--- config.mk ---
export PLATFORM = sky130hd
export DESIGN_NAME = sle_ctrl
export DESIGN_NICKNAME = d
export VERILOG_FILES = /design/src/hw/rtl/sle_pkg.sv /design/src/hw/rtl/sle_ctrl.sv
export SDC_FILE = /design/constraint.sdc
export NUM_CORES = 1
export LEC_CHECK = 0
export ABC_AREA = 1
export BUFFER_PORTS_ARGS = -buffer_cell sky130_fd_sc_hd__buf_2
export CORE_MARGIN = 8
export CORE_UTILIZATION = 25
export DETAILED_ROUTE_END_ITERATION = 10
export GPL_TIMING_DRIVEN = 1
export PLACE_DENSITY = 0.46
export SLEW_MARGIN = 0
export SYNTH_ARGS = -nofsm -noshare
export SYNTH_HDL_FRONTEND = slang
export SYNTH_SLANG_ARGS = --single-unit
--- constraint.sdc ---
create_clock -name clk_i -period 2.1 [get_ports clk_i]
set_clock_uncertainty 0.05 [all_clocks]
set_input_delay 0 -clock clk_i [delete_from_list [all_inputs] [get_ports clk_i]]
set_output_delay 0 -clock clk_i [all_outputs]
set_load 0.02 [all_outputs]
--- src/hw/rtl/sle_pkg.sv ---
// Shared types and constants for the sorted list engine.
package sle_pkg;

  localparam int unsigned DATA_W = 32;
  localparam int unsigned POS_W  = 11;
  localparam int unsigned OP_W   = 2;

  typedef enum logic [OP_W-1:0] {
    OP_INSERT = 2'd0,
    OP_DELETE = 2'd1,
    OP_READ   = 2'd2,
    OP_LOCATE = 2'd3
  } op_e;

  typedef enum logic [3:0] {
    ST_IDLE,
    ST_DISPATCH,
    ST_INS_CMP,
    ST_DEL_FETCH,
    ST_DEL_STEP,
    ST_DEL_MOVE,
    ST_RD_WAIT,
    ST_LOC_CMP,
    ST_RESP
  } state_e;

  // Memory read address relative to the working index
  typedef enum logic [1:0] {
    RD_PREV,
    RD_CUR,
    RD_NEXT
  } rd_off_e;

  // Memory write data source
  typedef enum logic {
    WR_MEM,
    WR_VAL
  } wr_sel_e;

  typedef struct packed {
    logic    load;
    logic    rd_en;
    rd_off_e rd_off;
    logic    wr_en;
    wr_sel_e wr_sel;
    logic    idx_inc;
    logic    idx_dec;
    logic    cnt_inc;
    logic    cnt_dec;
    logic    set_ok;
    logic    set_res;
    logic    set_found;
  } cmd_t;

  typedef struct packed {
    op_e  op;
    logic full;
    logic pos_ok;
    logic idx_zero;
    logic idx_end;
    logic idx_last;
    logic cmp_ge;
    logic match;
  } status_t;

endpackage

--- src/hw/rtl/sle_ctrl.sv ---
// Controller state machine: sequences the scan and shift passes over the list memory.
module sle_ctrl import sle_pkg::*; (
  input  logic    clk_i,
  input  logic    rst_ni,
  input  logic    in_valid_i,
  output logic    in_ready_o,
  output logic    out_valid_o,
  input  logic    out_ready_i,
  input  status_t status_i,
  output cmd_t    cmd_o
);

  state_e state_q, state_d;

  always_ff @(posedge clk_i or negedge rst_ni) begin
    if (!rst_ni) begin
      state_q <= ST_IDLE;
    end else begin
      state_q <= state_d;
    end
  end

  always_comb begin
    state_d     = state_q;
    cmd_o       = '0;
    in_ready_o  = 1'b0;
    out_valid_o = 1'b0;
    unique case (state_q)
      ST_IDLE: begin
        in_ready_o = 1'b1;
        if (in_valid_i) begin
          cmd_o.load = 1'b1;
          state_d    = ST_DISPATCH;
        end
      end
      // Dispatch on the opcode; loop head for insert (walking down) and locate (walking up)
      ST_DISPATCH: begin
        unique case (status_i.op)
          OP_INSERT: begin
            if (status_i.full) begin
              state_d = ST_RESP;
            end else if (status_i.idx_zero) begin
              cmd_o.wr_en   = 1'b1;
              cmd_o.wr_sel  = WR_VAL;
              cmd_o.cnt_inc = 1'b1;
              cmd_o.set_ok  = 1'b1;
              state_d       = ST_RESP;
            end else begin
              cmd_o.rd_en  = 1'b1;
              cmd_o.rd_off = RD_PREV;
              state_d      = ST_INS_CMP;
            end
          end
          OP_DELETE: begin
            if (!status_i.pos_ok) begin
              state_d = ST_RESP;
            end else begin
              cmd_o.rd_en  = 1'b1;
              cmd_o.rd_off = RD_CUR;
              state_d      = ST_DEL_FETCH;
            end
          end
          OP_READ: begin
            if (!status_i.pos_ok) begin
              state_d = ST_RESP;
            end else begin
              cmd_o.rd_en  = 1'b1;
              cmd_o.rd_off = RD_CUR;
              state_d      = ST_RD_WAIT;
            end
          end
          OP_LOCATE: begin
            if (status_i.idx_end) begin
              state_d = ST_RESP;
            end else begin
              cmd_o.rd_en  = 1'b1;
              cmd_o.rd_off = RD_CUR;
              state_d      = ST_LOC_CMP;
            end
          end
          default: state_d = ST_RESP;
        endcase
      end
      ST_INS_CMP: begin
        cmd_o.wr_en = 1'b1;
        if (status_i.cmp_ge) begin
          // entry moves up one slot, keep walking down
          cmd_o.wr_sel  = WR_MEM;
          cmd_o.idx_dec = 1'b1;
          state_d       = ST_DISPATCH;
        end else begin
          cmd_o.wr_sel  = WR_VAL;
          cmd_o.cnt_inc = 1'b1;
          cmd_o.set_ok  = 1'b1;
          state_d       = ST_RESP;
        end
      end
      ST_DEL_FETCH: begin
        cmd_o.set_res = 1'b1;
        cmd_o.set_ok  = 1'b1;
        state_d       = ST_DEL_STEP;
      end
      ST_DEL_STEP: begin
        if (status_i.idx_last) begin
          cmd_o.cnt_dec = 1'b1;
          state_d       = ST_RESP;
        end else begin
          cmd_o.rd_en  = 1'b1;
          cmd_o.rd_off = RD_NEXT;
          state_d      = ST_DEL_MOVE;
        end
      end
      ST_DEL_MOVE: begin
        cmd_o.wr_en   = 1'b1;
        cmd_o.wr_sel  = WR_MEM;
        cmd_o.idx_inc = 1'b1;
        state_d       = ST_DEL_STEP;
      end
      ST_RD_WAIT: begin
        cmd_o.set_res = 1'b1;
        cmd_o.set_ok  = 1'b1;
        state_d       = ST_RESP;
      end
      ST_LOC_CMP: begin
        if (status_i.match) begin
          cmd_o.set_found = 1'b1;
          cmd_o.set_ok    = 1'b1;
          state_d         = ST_RESP;
        end else begin
          cmd_o.idx_inc = 1'b1;
          state_d       = ST_DISPATCH;
        end
      end
      ST_RESP: begin
        out_valid_o = 1'b1;
        if (out_ready_i) begin
          state_d = ST_IDLE;
        end
      end
      default: state_d = ST_IDLE;
    endcase
  end

endmodule

==> results.txt <==
The placer congestion estimate is approximately 0.8. The cell count after placement is ~140. Of the total synthesized cell area, the portion taken by XOR and XNOR cells is 0. The total core area came out at roughly 2200 um^2. After clock tree synthesis, the clock-pin slew on the worst setup and hold paths is 40 ps.

The filler cell count came out at about 250. The part of the Yosys area used for sequential elements is 0.179. The count of different cell masters after synthesis is 19. Registers take around 100 um^2. The initial antenna violation count is 0. The start-to-end type of the worst setup path is flop to primary output. The share of layout cells above drive strength 1 came out at 0.325. The initial core utilization came out at 0.258. The portion of the clock cycle consumed by the worst path in the final layout is 0.756.

The area fraction in compound gates after synthesis is 0.0716. Averaged over all synthesized cells, the footprint is ~6.2 um^2. The critical path goes through nor2_2 > nand3_1 > o21ai_0 > or2_1 > buf_2. Setup repair after global routing left no endpoint under its margin.

After the flow finishes, the layout carries non-filler instances totaling roughly 150. The simple logic cell fraction of the synthesized area is 0.497. Setup slack closes at ~510 ps.

The largest registers in the layout are state_q: 4 flops. When the netlist entered floorplanning its net count stood at between 100 and 150. The largest fanout on the critical path came out at 9.

Setup violations remaining at the end of the flow were counted as 0. Measured along the y axis, the die boundary spans about 63 um. For this design, the slowest cell found on the critical path is dfrtp_1. The via count normalized by instance count is around 4.3. Ranked by flip-flop count, first place goes to state_q. Summing all non-filler instances in the final layout gives an area of 754 um^2. The post-synthesis instance total is 90. The count of final hold-check violations came out at 0. The number of vias in the routed layout is 635. The combined area of all synthesized cells came out at between 500 and 600 um^2. The number of placement rows came out at 17. The fraction of synthesized area in multiplexers came out at 0.

The static leakage power came out at around 0.51 nW. The count of max-cap constraint violations is 0. The worst slack after detailed placement came out at between 700 and 800 ps. The final max-slew violation count is 0. STA classifies the critical path endpoint as a primary output. The sum of negative setup slack came out at 0 ps. The power after layout came out at 0.683 mW. The via count of the first global-routing pass is approximately 700. TritonCTS built the clock tree. The share of synthesized cell area in full adder, half adder and majority cells came out at 0.112.

The slew at the pin closest to its max-slew limit came out at a little over 400 ps. At the worst endpoint, the arrival time is 1540 ps. The width of the die came out at around 63 um. The detailed-routing iteration count for the pre-antenna-repair pass came out at 4. The maximum buffer depth of the clock tree is 2. The combined global-route utilization of all metal layers came out at 0.0801. The number of warnings reported in the yosys synthesis log is 0. The total clock sinks is 4. Together, buffers and inverters on the worst path number 1. In this run the worst hold path is classified as primary input to flop. The latest clock arrival within the worst-skew pair is 230 ps. CTS built an H-tree with a depth of 1. The cell area reported after detailed placement came out at roughly 720 um^2.

The cell type group with the largest total delay on the critical path is flip-flops. The global-route wire length before repair is roughly 2.7 mm. The area growth from synthesis to layout is 34.9%. The count of buffers added by post-CTS timing repair for setup is 0. The total detailed-routing wirelength came out at ~1.6 mm. The achievable frequency came out at approximately 0.63 GHz. The number of flip-flops in the largest register came out at 4. The per-cell routed wire length is roughly 11 um.

The area occupied by multi-input gates came out at approximately 380 um^2. After the first detailed-routing iteration, the DRC count stood at 10. The I/O pin count is 28.

The number of I/O port buffers is 27. The maximum cell stage delay along the critical path came out at between 500 and 600 ps. The remaining global-route overflow came out at 0. The run finished with clean final reports. The number of nets in the layout came out at 140. The final period demand of the worst path is about 1600 ps. The worst ir drop on vdd came out at about 0.38 mV. The remaining number of nets flagged by the antenna check after routing is 0.

STA classifies the critical path startpoint as a flop. The sum of net half-perimeters after detailed placement came out at roughly 1.4 mm. The number of buffers added by the clock tree synthesis step came out at 3. The relative max-transition margin is 0.731. The number of storage elements in the synthesis netlist came out at 4. For this run, design rule violations remaining after detail routing come to 0.

The number of antenna diodes in the final layout is 0. At the worst endpoint, the required time is between 2000 and 2500 ps. After synthesis, the largest family of logic cells by area is simple AND/OR/NAND/NOR gates. The full die area is roughly 4000 um^2. The power density over the cells came out at about 900 nW/um^2.

Entering global routing, the biggest net connects 10 pins. The CTS root buffer is clkbuf_4.
## repair_timing
action                                  CTS  global route
hold endpoints to repair                  4             0
resized for setup                         0             0
endpoints found under the setup margin    0             0
hold buffers                              1             0
## logic make-up after synthesis
kind of cell,count (synthesis)
compound gates,8
fa+ha+maj,5
buf+inv,20
flops,4
simple gates,53
## cells in the final DEF (no fill, tap or decap), drive strengths merged
cell / netlist / layout
buf: 1 / 27
and2: 1 / 1
dfrtp: 4 / 4
inv: 19 / 19
clkbuf: 0 / 3
a21oi: 3 / 3
nor2: 14 / 14
nand3b: 1 / 1
o21ai: 5 / 5
nor4: 1 / 1
nand3: 12 / 12
nand2: 18 / 18
dlygate4sd3: 0 / 1
ha: 5 / 5
or2: 1 / 1
nand4: 5 / 5
## layout make-up
class                      instances  area share
multi-input combinational         66       0.504
inverter                          19      0.0945
sequential                         4       0.133
tap                               28      0.0464
clock buffer                       3      0.0299
timing repair buffer              28       0.192
## where the power goes
group	total [mW]	internal (mW)	switching, mW
logic	0.429	0.149	0.281
clock network	0.0939	0.0638	0.0300
registers	0.160	0.103	0.0569
total	0.683	0.315	0.368
## worst min-delay path, delay by kind of cell
| kind | cells | cell delay [ps] |
|---|---|---|
| and+or+nand+nor | 1 | 100 |
| buffers and inverters | 1 | 90 |
| AOI/OAI and AO/OA | 1 | 90 |
## cells in the mapped netlist (all sizes together)
master | instances | area share
inv | 19 | 0.13
nand2 | 18 | 0.14
nor2 | 14 | 0.15
nand3 | 12 | 0.11
ha | 5 | 0.11
nand4 | 5 | 0.056
o21ai | 5 | 0.045
dfrtp | 4 | 0.18
a21oi | 3 | 0.027
and2 | 1 | 0.011
buf | 1 | 0.013
nand3b | 1 | 0.013
nor4 | 1 | 0.011
or2 | 1 | 0.011
## metrics by stage
step	util	hold slack (ps)
after floorplan	-	-346
after global placement	0.333	-244
after detailed placement	0.333	-244
after CTS	0.348	39.1
after global routing	0.348	52.5
final	0.348	47.8
## worst paths after layout
kind,slack [ps],cells past startpoint,to,from
max in group asynchronous,1830,2,state_q[3],rst_ni
min in group asynchronous,60,2,state_q[0],rst_ni
min,50,3,state_q[0],in_valid_i
max,510,5,cmd_o[11],state_q[0]
min reg2reg,580,3,state_q[1],state_q[2]
max reg2reg,800,5,state_q[2],state_q[0]
## per-layer routing
metal	part of all wire	up-vias	wire, um	global-route usage
met5	0	-	0	0
met4	0	0	0	0.0474
met3	0.087	0	141	0.0300
met2	0.46	20	750	0.134
met1	0.45	267	727	0.0837
li1	-	348	-	-
Power figures use the tool's default switching activity.
